--- config.mk ---
export PLATFORM = sky130hd
export DESIGN_NAME = sac_sqr_cell
export DESIGN_NICKNAME = d
export VERILOG_FILES = /design/src/design/sac_pkg.sv /design/src/design/sac_sqr_cell.sv
export SDC_FILE = /design/constraint.sdc
export NUM_CORES = 1
export LEC_CHECK = 0
export ABC_AREA = 1
export BUFFER_PORTS_ARGS = -buffer_cell sky130_fd_sc_hd__buf_2
export CAP_MARGIN = 20
export CORE_MARGIN = 1.5
export CORE_UTILIZATION = 52
export DETAILED_ROUTE_END_ITERATION = 8
export PLACE_DENSITY = 0.81
export SLEW_MARGIN = 40
export SYNTH_ARGS = -nofsm -noshare
export SYNTH_HDL_FRONTEND = slang
export SYNTH_SLANG_ARGS = --single-unit
--- constraint.sdc ---
create_clock -name clk_i -period 3 [get_ports clk_i]
set_input_delay 0.9 -clock clk_i [delete_from_list [all_inputs] [get_ports clk_i]]
set_output_delay 0.9 -clock clk_i [all_outputs]
set_load 0.02 [all_outputs]
--- src/design/sac_pkg.sv ---
// Shared types, constants and the arctangent table for the stick axis conditioner.
// No dependencies; every design file imports this package.
package sac_pkg;

  localparam int FRAC_BITS  = 14;
  localparam int AXIS_W     = 16;
  localparam int REG_W      = 15;
  localparam int MAG_W      = 15;
  localparam int ONE        = 1 << FRAC_BITS;
  localparam int DIV_BITS   = 16;
  localparam int REM_W      = 30;
  localparam int SQ_W       = 30;
  localparam int SQR_STEPS  = 15;
  localparam int CW         = 42;
  localparam int ZW         = 36;
  localparam int PRESHIFT   = 24;
  localparam int ATAN_MAX   = 24;
  localparam logic signed [ZW-1:0] PI_Q30 = 36'sd3373259426;

  typedef enum logic {
    REG_FULL_SCALE = 1'b0,
    REG_DEAD_ZONE  = 1'b1
  } sac_reg_e;

  typedef struct packed {
    logic                     opcode;
    logic signed [AXIS_W-1:0] x_in;
    logic signed [AXIS_W-1:0] y_in;
  } sac_in_t;

  typedef struct packed {
    logic signed [AXIS_W-1:0] stick_x;
    logic signed [AXIS_W-1:0] stick_y;
    logic [MAG_W-1:0]         magnitude;
    logic signed [AXIS_W-1:0] angle;
  } sac_out_t;

  // divider chain payload, both axes side by side
  typedef struct packed {
    logic                     opcode;
    logic signed [AXIS_W-1:0] x_raw;
    logic signed [AXIS_W-1:0] y_raw;
    logic                     x_neg;
    logic                     y_neg;
    logic                     x_sat;
    logic                     y_sat;
    logic [REM_W-1:0]         x_rem;
    logic [REM_W-1:0]         y_rem;
    logic [DIV_BITS-1:0]      x_q;
    logic [DIV_BITS-1:0]      y_q;
  } sac_div_t;

  // square root chain payload, carries the conditioned axes along
  typedef struct packed {
    logic [SQ_W-1:0]          n;
    logic [SQ_W-1:0]          res;
    logic signed [AXIS_W-1:0] x;
    logic signed [AXIS_W-1:0] y;
  } sac_sqr_t;

  // vectoring rotator payload
  typedef struct packed {
    logic signed [CW-1:0] x;
    logic signed [CW-1:0] y;
    logic signed [ZW-1:0] z;
  } sac_cor_t;

  // arctan(2^-i) in Q2.30, truncated
  function automatic logic [31:0] atan_q30(input int unsigned i);
    logic [31:0] v;
    case (i)
      0:       v = 32'd843314856;
      1:       v = 32'd497837829;
      2:       v = 32'd263043836;
      3:       v = 32'd133525158;
      4:       v = 32'd67021686;
      5:       v = 32'd33543515;
      6:       v = 32'd16775850;
      7:       v = 32'd8388437;
      8:       v = 32'd4194282;
      9:       v = 32'd2097149;
      10:      v = 32'd1048575;
      11:      v = 32'd524287;
      12:      v = 32'd262143;
      13:      v = 32'd131071;
      14:      v = 32'd65535;
      15:      v = 32'd32767;
      16:      v = 32'd16383;
      17:      v = 32'd8191;
      18:      v = 32'd4095;
      19:      v = 32'd2047;
      20:      v = 32'd1023;
      21:      v = 32'd511;
      22:      v = 32'd255;
      23:      v = 32'd127;
      default: v = 32'd0;
    endcase
    return v;
  endfunction

endpackage

--- src/design/sac_sqr_cell.sv ---
// One digit-by-digit square root cell; steps past the last one only pass data.
// Depends on sac_pkg.
module sac_sqr_cell #(
  parameter int STEP = 0
) (
  input  logic              clk_i,
  input  logic              en_i,
  input  sac_pkg::sac_sqr_t in_i,
  output sac_pkg::sac_sqr_t out_o
);
  import sac_pkg::*;

  localparam bit ACTIVE = STEP < SQR_STEPS;
  localparam int SH     = ACTIVE ? 2 * (SQR_STEPS - 1 - STEP) : 0;

  logic [SQ_W:0] trial;
  logic [SQ_W:0] bitv;
  sac_sqr_t      cell_d, cell_q;

  // try res + bit against the remainder
  always_comb begin
    bitv   = (SQ_W+1)'(1) << SH;
    trial  = {1'b0, in_i.res} + bitv;
    cell_d = in_i;
    if (ACTIVE) begin
      if ({1'b0, in_i.n} >= trial) begin
        cell_d.n   = SQ_W'({1'b0, in_i.n} - trial);
        cell_d.res = SQ_W'({1'b0, in_i.res >> 1} + bitv);
      end else begin
        cell_d.res = in_i.res >> 1;
      end
    end
  end

  always_ff @(posedge clk_i) begin
    if (en_i) cell_q <= cell_d;
  end

  assign out_o = cell_q;

endmodule

* After elaboration in Yosys (flattened, before gate mapping)
Cells that the tools add are included. W data, S select, Z words.
Cells by class: add/sub/neg operators 3, multiply operators 0, divide/modulo/power cells 0, magnitude comparators 1, eq/ne operators 0, shift-type cells 0, muxes and demuxes 2, bitwise operators 0, reductions and logical operators 0
Operators with widths (count):
- $add A30 B29 Y31 const B | 1
- $ge A30 B31 Y1 | 1
- $add A29 B29 Y30 const B | 1
- $mux W30 | 1
- $sub A30 B30 Y30 | 1
- $mux W29 | 1
Storage, ports and cells: flip-flop bits (word level) 92, bits in latches 0, bits in writable memories 0, bits in read-only memories 0, input port bits 94, output and inout bits 92, logic and storage cells 11, memories kept 0

* Logic depth before layout (Yosys ltp)
Gate-level depths: netlist (run 1).
depth after elaboration 3, gate-level depth with buffers 15, depth with buffers taken out 15

* Least setup slack after synthesis (run 1)
No wires, ideal clock.
path type input-to-reg, start point in in_i[60] (netlist name), end point reg cell_q (netlist bit out_o[89]), data pin, data arrival time 2.418 ns, required time 2.747 ns, setup slack 0.329 ns, cell stages on the path 12, cells stage by stage ha_1 > inv_1 > ha_1 > nand2_1 > nor2_1 > nand2_1 > nand2_1 > a21oi_1 > nand3_2 > buf_4 > nand3_1 > nand2_1
RTL lines:
- start: declaration | RTL line sac_sqr_cell.sv:8 | input sac_pkg::sac_sqr_t in_i,
- end signal: assignment | RTL line sac_sqr_cell.sv:36 | if (en_i) cell_q <= cell_d;
- end: declaration | RTL line sac_sqr_cell.sv:18 | sac_sqr_t cell_d, cell_q;

==> summary.md, run 1 <==
| Metric | Value |
|---|---|
| Status | finished, final reports clean |
| Fin util | between 60 and 70% |
| # port buffers | around 190 |
| Crit path kind | primary input to flop |
| I/O pin total | 186 |
| TritonCTS Buffers | 9 |
| Fmax | 383 MHz |
| Post-Synth Simple-Gate Area | slightly below 30% |
| Initial Utilization | between 50% and 60% |
| Required time of the worst setup path | 3.13 ns |
| Final WL | 16100 um |
| PD cells | between 500 and 600 nW/um^2 |
| Core area | 10700 sq um |
| Drt first pass iters | 5 |
| Non-filler cells, final | between 1000 and 1500 |
| Gr usage total | between 20 and 30% |
| Yosys reg bits | between 90 and 100 |
| Setup ws final | around 0.39 ns |
| Die extent in y | 108 um |
| Antenna violations before repair | 0 |
| Vias in the first global route | approximately 5000 |
| Post-layout instance area | slightly above 7000 sq um |
| Filler instances | 977 |
| Area of the multi-input gates | around 2300 sq um |
| Synth area leader | edfxtp_1 |
| Synthesized Nets | 839 |
| Largest net degree at the start of global routing | 65 |
| Sequential element share of the synthesized area | around half |
| DPL Wire Length | 12500 um |
| Area Overhead vs Synth | 25.2% |
| Via density per instance | 5.02 |
| Synth top cells by count | nand2_1, inv_1, edfxtp_1 |
| Clock tree from TritonCTS | yes |
| Peak supply drop | 226 uV |
| Worst setup EP type | flop |
| GR Overflow Total | 0 |
| Routed Antenna Nets | 0 |
| Mux cell area share after synthesis | 0% |
| Clock Pin Slew Worst Setup and Hold Paths | 0.10 ns |
| First-pass GRT wire length | 24800 um |
| N_diodes | 0 |
| Adder-Cell Fraction of Synth Area | slightly above 7% |
| Total power | 3.60 mW |
| Top cells by area, synth | edfxtp_1, nand2_1, inv_1 |
| RSZ-0062 raised after global routing | no |
| Slew HR | 75.5% |
| Critical-path maximum fanout | 6 |
| Crit path time final | ~2.6 ns |
| CTS root buf | clkbuf_8 |
| Share of the synthesized area in the top cell type | approximately half |
| Syn Area/Cell | between 7 and 8 sq um |
| CTS Hold Bufs | 0 |
| RePlAce Congestion | roughly 0.93 |
| Minimum hold slack | roughly 0.70 ns |
| Cell Area, Placed | just under 7000 sq um |
| Max-Cap Viols | 0 |
| DRC errors left | 0 |
| Inst Count DP | around 1000 |
| Compound-Gate Fraction of Synth Area | between 2 and 2.5% |
| Nets | ~1000 |
| Share of layout cells above drive strength 1 | ~24% |
| Reg area | between 2000 and 3000 sq um |
| Sinks on Clock Net | 92 |
| Hold Path Depth | 1 |
| Worst Tran Pin Value | between 0.3 and 0.4 ns |
| Slew Limit Fails | 0 |
| Num rows | 38 |
| Max H-tree Level | 3 |
| Hold Crit Endpoint | out_o[24]$_DFFE_PP_ |
| Die area | ~12000 sq um |
| Iter 0 DRT Violations | ~370 |
| Final setup viols | 0 |
| Setup TNS | 0 ns |
| Xor/xnor share of the synthesized area | around 2.0% |
| Main flop type after synthesis | edfxtp_1 |
| Mapped Area | 5700 sq um |
| Vias | about 5300 |
| Endpoints failing hold | 0 |
| Most common cell in the netlist | nand2_1 |
| Drt wl/cell | 15.2 um |
| Post-CTS setup buffers | 0 |
| Resize count post-CTS | 0 |
| WP data arrival | roughly 2.7 ns |
| Post-synth EDFFs | between 90 and 100 |
| Die Width | 108 um |
| Hold crit path type | primary input to flop |
| Largest family of logic cells by synthesized area | simple AND/OR/NAND/NOR gates |
| Synth cell types | 26 |
| Pleak | around 3.9 nW |
| Yosys warning count | 0 |
| Clock Tree Buf Depth | 2 |
| Worst Min Path Start | in_i[24] |
| Period Utilization, post-route | ~87% |
| Gate Count Post-Synth | 713 |
| Worst setup SP type | primary input |
| DP Worst Slack | slightly above 0.02 ns |
| Max reg flops | between 90 and 100 |
| Post-synth ARST share | 0% |
-- cell usage in the layout, fill, tap and decap left out, types with 5 or more instances in the layout --
cell	instances
xor2_1	12
nand3b_1	5
nand2_1	264
edfxtp_1	92
nand4_1	7
nand3_1	74
buf_2	184
nor2_1	35
inv_1	148
ha_1	31
a21oi_1	14
clkbuf_8	9
buf_4	11
-- where the power goes --
| group | internal, mW | switching (mW) |
|---|---|---|
| Sequential | 1.57 | 0.0345 |
| Combinational | 0.354 | 0.679 |
| Clock | 0.478 | 0.486 |
| Total | 2.40 | 1.20 |
-- metal layers --
metal	GRT usage, %	wire length (um)	up-vias	share of wire (%)
li1	-	-	2655	-
met1	36.7	6830	2391	42
met2	48.7	7720	249	48
met3	5.51	1270	27	7.9
met4	6.95	279	0	1.7
met5	0	0	-	0
-- critical path: stages --
cell	delay (ns)
buf_2	0.13
ha_1	0.28
inv_1	0.04
ha_1	0.34
nand2_1	0.16
nor2_1	0.06
nand2_1	0.08
nand2_1	0.10
a21oi_1	0.16
nand3_2	0.14
buf_4	0.18
nor2_1	0.12
nor2_1	0.06
-- how the worst max path moves through the flow --
stage / startpoint / endpoint / slack (ns) / cells past startpoint
finish: in_i[61] / out_o[60]$_DFFE_PP_ / 0.39 / 13
global route: in_i[60] / out_o[90]$_DFFE_PP_ / 0.22 / 13
CTS: in_i[61] / out_o[60]$_DFFE_PP_ / 0.38 / 13
detailed placement: in_i[60] / out_o[63]$_DFFE_PP_ / 0.02 / 13
global placement: in_i[60] / out_o[85]$_DFFE_PP_ / 0.08 / 10
floorplan: in_i[60] / out_o[89]$_DFFE_PP_ / 0.33 / 12
-- cells by family (layout without fill, tap and decap cells) --
logic type / Yosys count / in the layout
DFF: 92 / 92
and+or+nand+nor: 402 / 402
adders and majority gates: 32 / 32
AOI/OAI and AO/OA: 19 / 19
buffers and inverters: 155 / 363
xor gates and xnor gates: 13 / 13
-- final cells by class --
class,instances,area share (%)
clock buffer,10,1.79
timing repair buffer,199,15.2
inverter,148,7.79
multi-input combinational,466,32.7
sequential,92,38.7
clock inverter,6,1.32
tap,140,2.46
No activity file was read; power rests on OpenSTA's default activity.
==> run 2, diff against run 1 <==
PLACE_DENSITY = 0.83   (was 0.81)
==> summary.md, run 2 (synthesis gave the netlist of run 1 again) <==
| Metric | Value |
|---|---|
| WP data arrival | around 2.8 ns |
| Final setup viols | 0 |
| Commonest non-fill, non-tap cell in the layout | nand2_1 |
| Fmax | 374 MHz |
| Die Width | around 110 um |
| GR Overflow Total | 0 |
| Drt wl/cell | roughly 15 um |
| Core area | about 11000 sq um |
| CTS Hold Bufs | 0 |
| Share of layout cells above drive strength 1 | 25.7% |
| CP max stage cell | nor3_1 |
| Peak supply drop | between 200 and 250 uV |
| Gr usage total | between 20% and 30% |
| Clock Tree Buf Depth | 2 |
| I/O pin total | around 190 |
| Minimum hold slack | around 0.71 ns |
| Pleak | 3.95 nW |
| Slew Limit Fails | 0 |
| Vias in the first global route | about 4800 |
| Area Overhead vs Synth | 27.5% |
| # port buffers | between 150 and 200 |
| Worst Tran Pin Value | 0.402 ns |
| Max H-tree Level | 3 |
| Clock Pin Slew Worst Setup and Hold Paths | around 0.10 ns |
| CP most frequent cell | ha_1 |
| Sinks on Clock Net | just over 90 |
| TritonCTS Buffers | 9 |
| Iter 0 DRT Violations | about 400 |
| Worst setup SP type | primary input |
| Crit path kind | primary input to flop |
| DRC errors left | 0 |
| Via density per instance | 4.90 |
| Critical-path maximum fanout | 28 |
| Final WL | 16000 um |
| Initial Utilization | approximately 53% |
| Max-Cap Viols | 0 |
| Nets | around 1100 |
| Routed Antenna Nets | 0 |
| Slew HR | about 73% |
| Status | finished, final reports clean |
| Clock tree from TritonCTS | yes |
| Buf/Inv on CP | 3 |
| Post-layout instance area | between 7000 and 8000 sq um |
| Antenna violations before repair | 0 |
| Filler instances | roughly 960 |
| RePlAce Congestion | 0.934 |
| Required time of the worst setup path | around 3.1 ns |
| Die extent in y | approximately 110 um |
| Most frequent cells in the layout | nand2_1, buf_2, inv_1, edfxtp_1, nand3_1 |
| RSZ-0062 raised after global routing | no |
| Period Utilization, post-route | between 80 and 90% |
| Drt first pass iters | 5 |
| Cell Area, Placed | just over 7000 sq um |
| N_diodes | 0 |
| Crit path time final | between 2 and 3 ns |
| Vias | ~5300 |
| Crit path largest cell delay | about 0.39 ns |
| CTS root buf | clkbuf_8 |
| Total power | between 3 and 4 mW |
| Die area | around 12000 sq um |
| Crit path cell chain | buf_2, ha_1, inv_1, ha_1, nand4_1, nor3_1, a31oi_4, buf_12, nand3_1, nand2_1 |
| Num rows | 38 |
| Family with the most delay on the worst path | simple AND/OR/NAND/NOR gates |
| Hold crit path type | primary input to flop |
| Max reg flops | between 90 and 100 |
| PD cells | ~500 nW/um^2 |
| Endpoints failing hold | 0 |
| First-pass GRT wire length | approximately 24000 um |
| Resize count post-CTS | 0 |
| Post-CTS setup buffers | 0 |
| Largest net degree at the start of global routing | 60 |
| Worst setup EP type | flop |
| DPL Wire Length | roughly 13000 um |
-- run 2: changes by cell type in the layout (fill, tap and decap cells not counted), sizes merged --
cell	previous run	this run
buf	199	216
-- run 2: worst paths after layout --
kind                      from                  end  slack [ns]  depth (start not counted)
worst max-delay path  in_i[61]  out_o[82]$_DFFE_PP_        0.33                         10
worst min-delay path  in_i[24]  out_o[24]$_DFFE_PP_        0.71                          1
-- run 2: layer usage --
| layer | wire, um | up-vias | track usage [%] |
|---|---|---|---|
| li1 | - | 2682 | - |
| met1 | 7070 | 2340 | 38.0 |
| met2 | 7480 | 236 | 46.2 |
| met3 | 1300 | 19 | 4.90 |
| met4 | 198 | 0 | 7.24 |
| met5 | 0 | - | 0 |
-- run 2: report_power, final --
| part | leakage, nW | internal, mW | switching, mW |
|---|---|---|---|
| clock network | 0.107 | 0.478 | 0.470 |
| registers | 0.899 | 1.57 | 0.0324 |
| logic | 2.94 | 0.379 | 0.687 |
| total | 3.95 | 2.43 | 1.19 |
-- run 2: layout make-up --
class                      instances  area (sq um)  share of cell area, %
clock inverter                     6          93.8                   1.29
inverter                         148           556                   7.65
multi-input combinational        466          2330                   32.2
tap                              140           175                   2.41
clock buffer                      10           128                   1.76
timing repair buffer             216          1210                   16.7
sequential                        92          2760                   38.0
-- run 2: metrics by stage --
step           util (%)  TNS, ns  instances  worst slack [ns]
6_report           67.6        0       1078             0.328
5_1_grt            67.6        0       1078             0.174
3_5_place_dp       65.5   -0.384       1062           -0.0373
4_1_cts            67.6        0       1078             0.339
3_3_place_gp       65.5        0       1062            0.0520
2_1_floorplan         -        0        713             0.329
==> run 3, diff against run 2 <==
CORE_UTILIZATION = 56   (was 52)
PLACE_DENSITY = 0.88   (was 0.83)
clock period = 3.2 ns   (was 3 ns; I/O delays follow)
==> summary.md, run 3 (synthesis gave the netlist of run 1 again) <==
| Metric | Value |
|---|---|
| Status | finished, final reports clean |
| Routed Antenna Nets | 0 |
| N_diodes | 0 |
| Slew Limit Fails | 0 |
| Gr usage total | between 20 and 30% |
| Via density per instance | just over 5 |
| Num rows | 36 |
| RSZ-0062 raised after global routing | no |
| Area Overhead vs Synth | 23.9% |
| Drt wl/cell | between 10 and 15 um |
| Share of layout cells above drive strength 1 | 23.7% |
| Clock Pin Slew Worst Setup and Hold Paths | approximately 0.090 ns |
| Largest net degree at the start of global routing | between 40 and 50 |
| First-pass GRT wire length | between 20000 and 25000 um |
| Die area | about 11000 sq um |
| Fmax | about 380 MHz |
| Nets | approximately 1000 |
| RePlAce Congestion | 1.00 |
| Die Width | around 100 um |
| # port buffers | between 150 and 200 |
| Period Utilization, post-route | approximately 82% |
| Sinks on Clock Net | roughly 90 |
| Required time of the worst setup path | around 3.3 ns |
| CTS root buf | clkbuf_8 |
| Drt first pass iters | 5 |
| DRC errors left | 0 |
| Crit path kind | primary input to flop |
| Final setup viols | 0 |
| Endpoints failing hold | 0 |
| Initial Utilization | 58.0% |
| Max reg flops | between 90 and 100 |
| Pleak | 3.82 nW |
| Antenna violations before repair | 0 |
| Worst setup SP type | primary input |
| Max-Cap Viols | 0 |
| WP data arrival | around 2.8 ns |
| PD cells | 460 nW/um^2 |
| Post-CTS setup buffers | 0 |
| Slew HR | approximately 74% |
| Hold crit path type | primary input to flop |
| CTS Hold Bufs | 0 |
| Max H-tree Level | 3 |
| DPL Wire Length | between 10000 and 15000 um |
| Vias in the first global route | just under 5000 |
| Resize count post-CTS | 0 |
| Minimum hold slack | between 0.7 and 0.8 ns |
| Final WL | ~14000 um |
| Clock tree from TritonCTS | yes |
| Clock Tree Buf Depth | 2 |
| Vias | 5280 |
| Critical-path maximum fanout | 26 |
| Most frequent cells in the layout | nand2_1, buf_2, inv_1, edfxtp_1, nand3_1 |
| Core area | between 9000 and 10000 sq um |
| Die extent in y | between 100 and 150 um |
| Crit path time final | roughly 2.6 ns |
| Worst Tran Pin Value | 0.395 ns |
| Commonest non-fill, non-tap cell in the layout | nand2_1 |
| I/O pin total | ~190 |
| GR Overflow Total | 0 |
| TritonCTS Buffers | 9 |
| Iter 0 DRT Violations | 429 |
| Setup TNS | 0 ns |
| Worst setup EP type | flop |
| Peak supply drop | roughly 250 uV |
==> run 3: power by group <==
group	switching [mW]	internal (mW)	leakage (nW)
Clock	0.434	0.365	0.0968
Sequential	0.0307	1.47	0.899
Combinational	0.618	0.324	2.83
==> run 3: final timing paths <==
path,from,end,slack [ns],cells after the start
worst max-delay path,in_i[60],out_o[60]$_DFFE_PP_,0.56,13
worst min-delay path,in_i[9],out_o[9]$_DFFE_PP_,0.75,1
==> run 3: per-layer routing <==
layer	up-vias	routed length, um	share of wire, %	track usage, %
li1	2641	-	-	-
met1	2363	6090	42	35.0
met2	243	6830	47	45.8
met3	33	1090	7.5	5.08
met4	0	442	3.1	10.9
met5	-	0	0	0
==> run 3: layout make-up <==
type	count	area, sq um
well taps	133	166
repair buffers	193	1040
multi-input cells	466	2330
fillers	832	2760
flip-flops and latches	92	2760
inverters	148	556
clock buffers	9	124
clock inverters	7	73.8
==> run 3: critical path, stage by stage <==
cell     delay, ns
buf_2         0.12
ha_1          0.27
inv_1         0.04
ha_1          0.35
nand2_1       0.13
nor3_4        0.24
and2_1        0.15
nand2_1       0.06
nand3_2       0.09
buf_12        0.18
nand2_1       0.06
inv_1         0.07
nor2_1        0.04
==> run 3: stage by stage <==
step                      setup WS (ns)  area, sq um  total power, mW  utilization [%]  instances
after floorplan                   0.469         5700             2.13                -        713
after global placement            0.232         6860             2.44             69.8       1032
after detailed placement          0.179         6860             2.46             69.8       1032
after CTS                         0.566         7060             3.25             71.9       1048
after global routing              0.400         7060             3.41             71.9       1048
final                             0.563         7060             3.25             71.9       1048
