<file path="src/design/sac_pkg.sv">
// Shared types, constants and the arctangent table for the stick axis conditioner.
// No dependencies; every design file imports this package.
package sac_pkg;

  localparam int FRAC_BITS  = 14;
  localparam int AXIS_W     = 16;
  localparam int REG_W      = 15;
  localparam int MAG_W      = 15;
  localparam int ONE        = 1 << FRAC_BITS;
  localparam int DIV_BITS   = 16;
  localparam int REM_W      = 30;
  localparam int SQ_W       = 30;
  localparam int SQR_STEPS  = 15;
  localparam int CW         = 42;
  localparam int ZW         = 36;
  localparam int PRESHIFT   = 24;
  localparam int ATAN_MAX   = 24;
  localparam logic signed [ZW-1:0] PI_Q30 = 36'sd3373259426;

  typedef enum logic {
    REG_FULL_SCALE = 1'b0,
    REG_DEAD_ZONE  = 1'b1
  } sac_reg_e;

  typedef struct packed {
    logic                     opcode;
    logic signed [AXIS_W-1:0] x_in;
    logic signed [AXIS_W-1:0] y_in;
  } sac_in_t;

  typedef struct packed {
    logic signed [AXIS_W-1:0] stick_x;
    logic signed [AXIS_W-1:0] stick_y;
    logic [MAG_W-1:0]         magnitude;
    logic signed [AXIS_W-1:0] angle;
  } sac_out_t;

  // divider chain payload, both axes side by side
  typedef struct packed {
    logic                     opcode;
    logic signed [AXIS_W-1:0] x_raw;
    logic signed [AXIS_W-1:0] y_raw;
    logic                     x_neg;
    logic                     y_neg;
    logic                     x_sat;
    logic                     y_sat;
    logic [REM_W-1:0]         x_rem;
    logic [REM_W-1:0]         y_rem;
    logic [DIV_BITS-1:0]      x_q;
    logic [DIV_BITS-1:0]      y_q;
  } sac_div_t;

  // square root chain payload, carries the conditioned axes along
  typedef struct packed {
    logic [SQ_W-1:0]          n;
    logic [SQ_W-1:0]          res;
    logic signed [AXIS_W-1:0] x;
    logic signed [AXIS_W-1:0] y;
  } sac_sqr_t;

  // vectoring rotator payload
  typedef struct packed {
    logic signed [CW-1:0] x;
    logic signed [CW-1:0] y;
    logic signed [ZW-1:0] z;
  } sac_cor_t;

  // arctan(2^-i) in Q2.30, truncated
  function automatic logic [31:0] atan_q30(input int unsigned i);
    logic [31:0] v;
    case (i)
      0:       v = 32'd843314856;
      1:       v = 32'd497837829;
      2:       v = 32'd263043836;
      3:       v = 32'd133525158;
      4:       v = 32'd67021686;
      5:       v = 32'd33543515;
      6:       v = 32'd16775850;
      7:       v = 32'd8388437;
      8:       v = 32'd4194282;
      9:       v = 32'd2097149;
      10:      v = 32'd1048575;
      11:      v = 32'd524287;
      12:      v = 32'd262143;
      13:      v = 32'd131071;
      14:      v = 32'd65535;
      15:      v = 32'd32767;
      16:      v = 32'd16383;
      17:      v = 32'd8191;
      18:      v = 32'd4095;
      19:      v = 32'd2047;
      20:      v = 32'd1023;
      21:      v = 32'd511;
      22:      v = 32'd255;
      23:      v = 32'd127;
      default: v = 32'd0;
    endcase
    return v;
  endfunction

endpackage

</file>
<file path="src/design/sac_div_cell.sv">
// One restoring-division cell: resolves one quotient bit for both axes.
// Depends on sac_pkg.
module sac_div_cell #(
  parameter int BIT = 0
) (
  input  logic                       clk_i,
  input  logic                       en_i,
  input  logic [sac_pkg::REG_W-1:0]  fs_i,
  input  sac_pkg::sac_div_t          in_i,
  output sac_pkg::sac_div_t          out_o
);
  import sac_pkg::*;

  logic [REM_W:0] dvs;
  logic           take_x, take_y;
  sac_div_t       cell_d, cell_q;

  // compare and subtract the shifted divisor
  always_comb begin
    dvs    = (REM_W+1)'(fs_i) << BIT;
    take_x = {1'b0, in_i.x_rem} >= dvs;
    take_y = {1'b0, in_i.y_rem} >= dvs;
    cell_d = in_i;
    if (take_x) begin
      cell_d.x_rem    = REM_W'({1'b0, in_i.x_rem} - dvs);
      cell_d.x_q[BIT] = 1'b1;
    end
    if (take_y) begin
      cell_d.y_rem    = REM_W'({1'b0, in_i.y_rem} - dvs);
      cell_d.y_q[BIT] = 1'b1;
    end
  end

  always_ff @(posedge clk_i) begin
    if (en_i) cell_q <= cell_d;
  end

  assign out_o = cell_q;

endmodule

</file>
<file path="config.mk">
export PLATFORM = sky130hd
export DESIGN_NAME = sac_div_cell
export DESIGN_NICKNAME = d
export VERILOG_FILES = /design/src/design/sac_pkg.sv /design/src/design/sac_div_cell.sv
export SDC_FILE = /design/constraint.sdc
export NUM_CORES = 1
export LEC_CHECK = 0
export BUFFER_PORTS_ARGS = -buffer_cell sky130_fd_sc_hd__clkbuf_2
export CAP_MARGIN = 40
export CORE_MARGIN = 1
export CORE_UTILIZATION = 48
export CTS_CLUSTER_DIAMETER = 100
export DETAILED_ROUTE_END_ITERATION = 10
export PLACE_DENSITY_LB_ADDON = 0.15
export SYNTH_ARGS = -nofsm -noshare
export SYNTH_HDL_FRONTEND = slang
export SYNTH_SLANG_ARGS = --single-unit
export TNS_END_PERCENT = 20
</file>
<file path="constraint.sdc">
create_clock -name clk_i -period 3.4 [get_ports clk_i]
set_clock_uncertainty 0.2 [all_clocks]
set_input_delay 0.34 -clock clk_i [delete_from_list [all_inputs] [get_ports clk_i]]
set_output_delay 0.34 -clock clk_i [all_outputs]
set_load 0.02 [all_outputs]
</file>
**Word level (Yosys, flattened, before mapping)**

Cells that the tools add are included.
Widths: inputs -> output; s select.

- $add $sub $neg: 2
- Magnitude comparators: 2
- Mux-type cells: 2

Operators with widths:

| operator | count |
|---|---|
| $ge 30x15->1 | 2 |
| $mux 30 | 2 |
| $sub 30x15->30 | 2 |

- Bits in registers: 129

**Logic depth before layout (Yosys ltp)**

Gate-level depths: netlist (run 1).

- Word-level depth: 2
- Mapped depth: 12

**Worst setup path before layout (run 1)**

OpenSTA, ideal clock, no wires.

- Path kind: input-to-reg
- Start: input port fs_i[10] in the netlist's numbering
- End: register cell_q (netlist bit out_o[61]) (data pin)
- Library setup time: 0.267 ns
- Data arrival time: 2.532 ns
- Setup slack: 0.401 ns
- Stages: 9
- Path through: inv_1 ha_1 nand4_1 or4b_1 or4_4 nand4_4 o21ai_4 nor4b_2 xor2_1

RTL lines:

| what | line | RTL |
|---|---|---|
| from (decl) | sac_div_cell.sv:8 | `input logic [sac_pkg::REG_W-1:0] fs_i,` |
| to (signal assigned) | sac_div_cell.sv:35 | `if (en_i) cell_q <= cell_d;` |
| to (decl) | sac_div_cell.sv:16 | `sac_div_t cell_d, cell_q;` |

==> results of run 1 <==
[power by group]
group	total [W]	internal [W]	leakage [nW]	switching, W
Combinational	0.000977	0.000382	2.57	0.000595
Clock	0.00190	0.00117	0.296	0.000730
Sequential	0.00199	0.00194	1.26	0.0000482
Total	0.00486	0.00349	4.13	0.00137
[through the flow]
stage | instance area, um^2 | total power, W | hold slack, ps | setup slack [ps]
final | 9480 | 0.00486 | 23.7 | 536
after global routing | 9480 | 0.00504 | 31.3 | 397
after CTS | 9470 | 0.00487 | 0.836 | 557
after detailed placement | 8180 | 0.00292 | 319 | 137
after global placement | 8180 | 0.00290 | 318 | 199
after floorplan | 6510 | 0.00253 | 239 | 401
[worst max-delay path: cells and delay by family]
kind            cells  cell delay [ps]
compound gates      5             1680
fa+ha+maj           1              300
buf+inv             2              200
xor+xnor            1              120
simple gates        1              150
[logic make-up (layout without fill, tap and decap cells)]
family | count (synthesis) | count (layout) | share of synthesized area (%)
AND/OR/NAND/NOR | 160 | 160 | 13.8
buffers and inverters | 33 | 411 | 2.02
XOR/XNOR | 50 | 50 | 6.73
AO/OA/AOI/OAI | 114 | 114 | 11.4
flip-flops | 129 | 129 | 59.5
multiplexers | 1 | 1 | 0.154
adder cells (fa/ha/maj) | 32 | 32 | 6.38
[path summary, 6_finish.rpt]
| kind | startpoint | to | slack (ps) | depth (start not counted) |
|---|---|---|---|---|
| setup / recovery | fs_i[1] | out_o[77] | 540 | 10 |
| hold / removal | in_i[36] | out_o[36] | 20 | 2 |
[metal layers]
metal  wire length (um)  global-route usage (%)  up-vias  part of all wire [%]
met2              10200                    49.4      267                    51
met1               7640                    32.4     2714                    38
met3               1350                    8.16       42                   6.8
met5                  0                       0        -                     0
met4                678                    12.6        0                   3.4
li1                   -                       -     2714                     -
[cell type report]
cell class	count	share of cell area, %
clock buffer	18	4.53
clock inverter	14	1.87
inverter	24	0.951
multi-input combinational	357	26.4
sequential	129	40.9
tap	176	2.32
timing repair buffer	355	23.0
[cells in the final DEF, fill, tap and decap left out, types with 3 or more instances in the layout]
cell type / instances
sky130_fd_sc_hd__a21o_1: 7
sky130_fd_sc_hd__and3_1: 3
sky130_fd_sc_hd__nor2b_1: 5
sky130_fd_sc_hd__inv_6: 5
sky130_fd_sc_hd__clkbuf_2: 273
sky130_fd_sc_hd__ha_1: 30
sky130_fd_sc_hd__bufinv_16: 3
sky130_fd_sc_hd__nand2b_1: 5
sky130_fd_sc_hd__a21oi_1: 33
sky130_fd_sc_hd__clkinv_4: 3
sky130_fd_sc_hd__or4_1: 7
sky130_fd_sc_hd__a211oi_1: 5
sky130_fd_sc_hd__o21a_1: 7
sky130_fd_sc_hd__and4_1: 3
sky130_fd_sc_hd__buf_4: 11
sky130_fd_sc_hd__dlygate4sd3_1: 69
sky130_fd_sc_hd__clkbuf_16: 17
sky130_fd_sc_hd__nor2_1: 36
sky130_fd_sc_hd__nand2_1: 39
sky130_fd_sc_hd__o21ai_0: 11
sky130_fd_sc_hd__nor4_2: 8
sky130_fd_sc_hd__nand4_1: 4
sky130_fd_sc_hd__edfxtp_1: 129
sky130_fd_sc_hd__xnor2_1: 12
sky130_fd_sc_hd__or2_2: 3
sky130_fd_sc_hd__o21ai_1: 17
sky130_fd_sc_hd__o21bai_1: 3
sky130_fd_sc_hd__nor3_1: 11
sky130_fd_sc_hd__xor2_1: 38
sky130_fd_sc_hd__or3_1: 8
sky130_fd_sc_hd__o211ai_1: 5
sky130_fd_sc_hd__nand3_1: 5
sky130_fd_sc_hd__nor4_1: 10
sky130_fd_sc_hd__o31ai_1: 8
sky130_fd_sc_hd__inv_1: 24
[what timing repair did]
action / 4_1_cts / 5_1_grt
hold endpoints to repair: 68 / 1
setup endpoints to repair: 0 / 0
hold buffers: 68 / 1
buffers inserted: 0 / 0
==> flow_metrics.py, run 1 <==
metrics = {
    "outcome": {
        "run_status": "finished clean",
    },
    "power": {
        "powerDensity_nw_per_um2": 513,
        "power.static_leakage_nw": 4.13,
        "maximum_vdd_drop_uv": 286,
    },
    "grt": {
        "vias_in_the_first_global_route": 5663,
        "grt_pass1_wl_um": 29900,
        "largest_net_degree_at_the_start_of_global_routing": 57,
        "grt_antenna_before_repair": 0,
        "all_layer_global_routing_usage_pct": 28.4,
        "grt_overflow_total": 0,
    },
    "drt": {
        "viasPerCell": 5.35,
        "drt_pass_1_iters": 5,
        "final_routed_wire_length_divided_by_cell_count_um": 18.5,
        "drt-initial-drc-count": 490,
        "total_wirelength_of_the_detailed_routed_design_um": 19800,
        "via_count": 5737,
        "post-route-drc-count": 0,
        "drtAntennaViolNets": 0,
    },
    "final_layout": {
        "multi_input_comb_area_um2": 2510,
        "ff_latch_area_um2": 3870,
        "final_cells": 1073,
        "number_of_antenna_repair_diodes": 0,
        "layout-drive-gt1-share_pct": 37.7,
        "area_growth_syn_to_layout_pct": 45.6,
        "largest_register_ff_count": 129,
        "nNetsFinal": 1062,
        "postLayoutCoreUtil_pct": 71.6,
        "fill_cells": 963,
    },
    "clocking": {
        "postCtsResizedCells": 0,
        "clock_pin_slew_of_the_registers_on_the_worst_case_setup_and_hold_paths_ps": 60,
        "cts.htree.levels": 4,
        "tritoncts.num_buffers": 17,
        "tritoncts_num_sinks": 129,
        "tritoncts_clock_tree": "built",
        "clk_path_buf_depth": 2,
        "buffer_cell_driving_the_clock_tree_root": "sky130_fd_sc_hd__clkbuf_16",
    },
    "run": {
        "cap_viol_max_count": 0,
    },
    "logic_synthesis": {
        "synth_top_flop_cell": "sky130_fd_sc_hd__edfxtp_1",
        "synth_commonest_cells": "sky130_fd_sc_hd__edfxtp_1 (129), sky130_fd_sc_hd__nand2_1 (39), sky130_fd_sc_hd__xor2_1 (38)",
        "post_synth.cell_area_avg_um2": 12.5,
        "synthesis.nets": 697,
        "synthDominantAreaCellType": "sky130_fd_sc_hd__edfxtp_1",
        "async_reset_ff_share_pct": 0,
        "syn-cell-area_um2": 6510,
        "postSynthCellCount": 519,
        "synth_top_area_share_pct": 59.5,
        "sequential_fraction_of_the_synthesis_area_pct": 59.5,
        "synth_warnings": 0,
        "synthTopCellsByArea": "sky130_fd_sc_hd__edfxtp_1 (60%), sky130_fd_sc_hd__ha_1 (5.8%), sky130_fd_sc_hd__xor2_1 (5.1%)",
        "synth_edf_count": 129,
        "synth.ff_latch_count": 129,
        "yosys.cell_count.top_type": "sky130_fd_sc_hd__edfxtp_1",
        "synth.distinct_cells": 58,
    },
    "timing": {
        "period_share_pct": 84.2,
        "max-slew-margin-rel_pct": 48.3,
        "count_of_final_max_slew_check_failures": 0,
        "hold_viol": 0,
        "final.setup.tns_ps": 0,
        "setup_violations": 0,
        "min_period_ps": 2860,
        "worst-slew-pin-transition_ps": 775,
        "grt_setup_unrepaired": "false",
        "maxClockFrequency_ghz": 0.349,
    },
    "floorplan": {
        "core_area_um2": 13200,
        "die-area_um2": 14000,
        "die_height_um": 118,
        "boundary_pins": 275,
        "rows": 42,
        "die_w_um": 118,
        "starting_density_of_the_core_pct": 49.1,
    },
    "setup_path": {
        "setup.worst_path.end_class": "flip-flop",
        "required_ps": 3340,
        "max_stage_delay_ps": 460,
        "cpMaxStageDelayCell": "sky130_fd_sc_hd__a2111oi_1",
        "setup.worst_path.class": "in -> reg",
        "arrival_ps": 2810,
        "timing.critical_path.cells": "clkbuf_2, inv_1, ha_1, nor2b_1, o31a_1, o311a_1, o311ai_1, a21oi_1, a2111oi_1, xor2_1",
        "worstSetupStartpointType": "primary input",
        "worst-path-max-fanout": 7,
    },
    "placed_design": {
        "port-buffer-count": 274,
        "dp_cells": 972,
        "detailedPlacementHpwl_um": 13800,
        "gpl.final_weighted_congestion": 0.896,
    },
    "min_path": {
        "worstHoldPathType": "in -> reg",
    },
}
No activity file was read; power rests on OpenSTA's default activity.
==> run 2: changes to the inputs <==
--- a/config.mk
+++ b/config.mk
@@ -8,7 +8,7 @@
 export BUFFER_PORTS_ARGS = -buffer_cell sky130_fd_sc_hd__clkbuf_2
 export CAP_MARGIN = 40
 export CORE_MARGIN = 1
-export CORE_UTILIZATION = 48
+export CORE_UTILIZATION = 44
 export CTS_CLUSTER_DIAMETER = 100
 export DETAILED_ROUTE_END_ITERATION = 10
 export PLACE_DENSITY_LB_ADDON = 0.15
==> constraint.sdc (replaced) <==
create_clock -name clk_i -period 2.5 [get_ports clk_i]
set_clock_uncertainty 0.2 [all_clocks]
set_input_delay 0.25 -clock clk_i [delete_from_list [all_inputs] [get_ports clk_i]]
set_output_delay 0.25 -clock clk_i [all_outputs]
set_load 0.02 [all_outputs]
==> run 2 against run 1 <==
The run now ends with setup timing left. Final cell count rose by 17%. Die area rose by 8.9%. First-iteration DRC count fell by 13%. Sequential share of layout area fell by 6.8 points. Global-route usage fell by 0.45 points. Sequential power rose by 36%. Hold slack got worse by 12 ps. Design area rose by 20%. Power rose by 41%. Critical path type unchanged. Critical endpoint is now out_o[51]. Largest cell class unchanged. Largest power group unchanged. Highest routed layer unchanged.
==> flow_metrics.py, run 2 (synthesis results as in run 1) <==
metrics = {
    "timing": {
        "setup_violations": 5,
        "worst-slew-pin-transition_ps": 719,
        "postLayoutSetupSlackWorst_ps": -26.0,
        "hold_viol": 0,
        "period_share_pct": 101,
        "max-slew-margin-rel_pct": 52.1,
        "count_of_final_max_slew_check_failures": 0,
        "grt_setup_unrepaired": "true",
        "min_period_ps": 2530,
        "maxClockFrequency_ghz": 0.396,
    },
    "drt": {
        "total_wirelength_of_the_detailed_routed_design_um": 22400,
        "drt_pass_1_iters": 6,
        "via_count": 6475,
        "final_routed_wire_length_divided_by_cell_count_um": 17.8,
        "drtAntennaViolNets": 0,
        "routedLengthMet1_um": 8530,
        "drt-initial-drc-count": 428,
        "route.top_layer_used": "met4",
        "post-route-drc-count": 0,
        "wl_met2_um": 11500,
        "route.met3.wl_um": 1530,
        "viasPerCell": 5.16,
    },
    "min_path": {
        "worstHoldPathType": "in -> reg",
        "hp-start": "in_i[71]",
        "hold_path_end": "out_o[71]",
        "min_delay_path_depth": 3,
    },
    "power": {
        "maximum_vdd_drop_uv": 437,
        "power_w": 0.00685,
        "powerDensity_nw_per_um2": 603,
        "power.static_leakage_nw": 5.01,
    },
    "setup_path": {
        "worst-path-max-fanout": 8,
        "setup.worst_path.class": "in -> reg",
        "setup.worst_path.end_class": "flip-flop",
        "worstSetupStartpointType": "primary input",
        "arrival_ps": 2470,
        "required_ps": 2450,
    },
    "floorplan": {
        "core_area_um2": 14500,
        "die_height_um": 124,
        "rows": 44,
        "die-area_um2": 15300,
        "die_w_um": 124,
        "starting_density_of_the_core_pct": 45.0,
        "boundary_pins": 275,
    },
    "final_layout": {
        "ff_latch_area_um2": 3870,
        "multi_input_comb_area_um2": 2940,
        "area_growth_syn_to_layout_pct": 74.6,
        "most_common_cell_after_layout_fill_and_taps_aside": "sky130_fd_sc_hd__clkbuf_2",
        "nNetsFinal": 1235,
        "largest_register_ff_count": 129,
        "fill_cells": 886,
        "final_cells": 1255,
        "final_cell_mix": "sky130_fd_sc_hd__clkbuf_2 (264), sky130_fd_sc_hd__buf_4 (160), sky130_fd_sc_hd__edfxtp_1 (129)",
        "layout-drive-gt1-share_pct": 50.4,
    },
    "grt": {
        "all_layer_global_routing_usage_pct": 27.9,
        "vias_in_the_first_global_route": 6307,
        "grt_pass1_wl_um": 31600,
        "grt_antenna_before_repair": 1,
        "largest_net_degree_at_the_start_of_global_routing": 130,
        "grt_overflow_total": 0,
    },
    "run": {
        "cap_viol_max_count": 0,
    },
    "clocking": {
        "buffer_cell_driving_the_clock_tree_root": "sky130_fd_sc_hd__clkbuf_16",
        "clock_pin_slew_of_the_registers_on_the_worst_case_setup_and_hold_paths_ps": 60,
        "clk_path_buf_depth": 2,
        "cts.htree.levels": 4,
        "tritoncts_clock_tree": "built",
        "tritoncts_num_sinks": 129,
        "tritoncts.num_buffers": 17,
    },
    "placed_design": {
        "dp_cells": 1121,
        "port-buffer-count": 274,
        "pre_cts_ws_ps": -695,
        "gpl.final_weighted_congestion": 0.879,
        "detailedPlacementHpwl_um": 15200,
    },
    "outcome": {
        "violations": "setup timing",
        "run_status": "complete, but fails checks",
    },
}
-- run 2: cell count changes in the layout (fill, tap and decap cells not counted), sizes merged --
cell / previous run / this run
clkbuf: 291 / 282
inv: 29 / 30
diode: 0 / 1
bufinv: 3 / 2
buf: 13 / 172
dlygate4sd3: 69 / 92
clkinv: 5 / 6
clkinvlp: 1 / 0
-- run 2: final cells by class --
type | count | share of cell area, %
sequential | 129 | 34.1
timing repair buffer | 528 | 31.8
multi-input combinational | 357 | 25.9
clock buffer | 18 | 3.78
tap | 184 | 2.03
clock inverter | 14 | 1.32
inverter | 24 | 1.08
antenna | 1 | 0.0220
-- run 2: metal layers --
| layer | vias to the layer above | track usage, % |
|---|---|---|
| met5 | - | 0 |
| met4 | 0 | 14.8 |
| met3 | 63 | 6.50 |
| met2 | 264 | 49.3 |
| met1 | 3084 | 31.2 |
| li1 | 3064 | - |
-- run 2: power by group --
group / internal (W) / leakage (nW) / total (W) / switching [W]
clock network: 0.00148 / 0.290 / 0.00246 / 0.000975
registers: 0.00264 / 1.26 / 0.00271 / 0.0000664
logic: 0.000761 / 3.45 / 0.00168 / 0.000923
-- run 2: critical path, cell delays in order --
cell,delay (ps)
sky130_fd_sc_hd__clkbuf_2,70
sky130_fd_sc_hd__inv_1,80
sky130_fd_sc_hd__ha_4,280
sky130_fd_sc_hd__nand2_2,70
sky130_fd_sc_hd__or4b_4,530
sky130_fd_sc_hd__or4_4,450
sky130_fd_sc_hd__nand4_4,120
sky130_fd_sc_hd__buf_6,120
sky130_fd_sc_hd__o21ai_4,130
sky130_fd_sc_hd__nor4_4,250
sky130_fd_sc_hd__xor2_1,110
-- run 2: worst max path at each step --
stage                     startpoint        end  slack [ps]  cells after the start
after floorplan             fs_i[12]  out_o[55]        -200                      9
after global placement       fs_i[1]  out_o[85]        -640                     10
after detailed placement     fs_i[1]  out_o[85]        -700                     10
after CTS                   fs_i[13]  out_o[59]         -50                     11
after global routing        fs_i[13]  out_o[51]         -90                     11
final                        fs_i[8]  out_o[51]         -30                     11
-- run 2: through the flow --
stage	setup TNS [ps]	cell area [um^2]	util, %	hold slack [ps]
6_report	-77.0	11400	78.5	11.9
3_5_place_dp	-26000	9350	64.6	229
4_1_cts	-245	11000	75.7	7.56
2_1_floorplan	-4460	6610	-	149
3_3_place_gp	-26710	9340	64.5	227
5_1_grt	-672	11400	78.5	33.7
-- run 2: timing repair --
item                                    4_1_cts  5_1_grt
endpoints found under the hold margin        92        0
buffers inserted                              2        7
hold buffers                                 92        0
pin swaps                                     8       18
endpoints found under the setup margin       25       33
resized for setup                            19       68
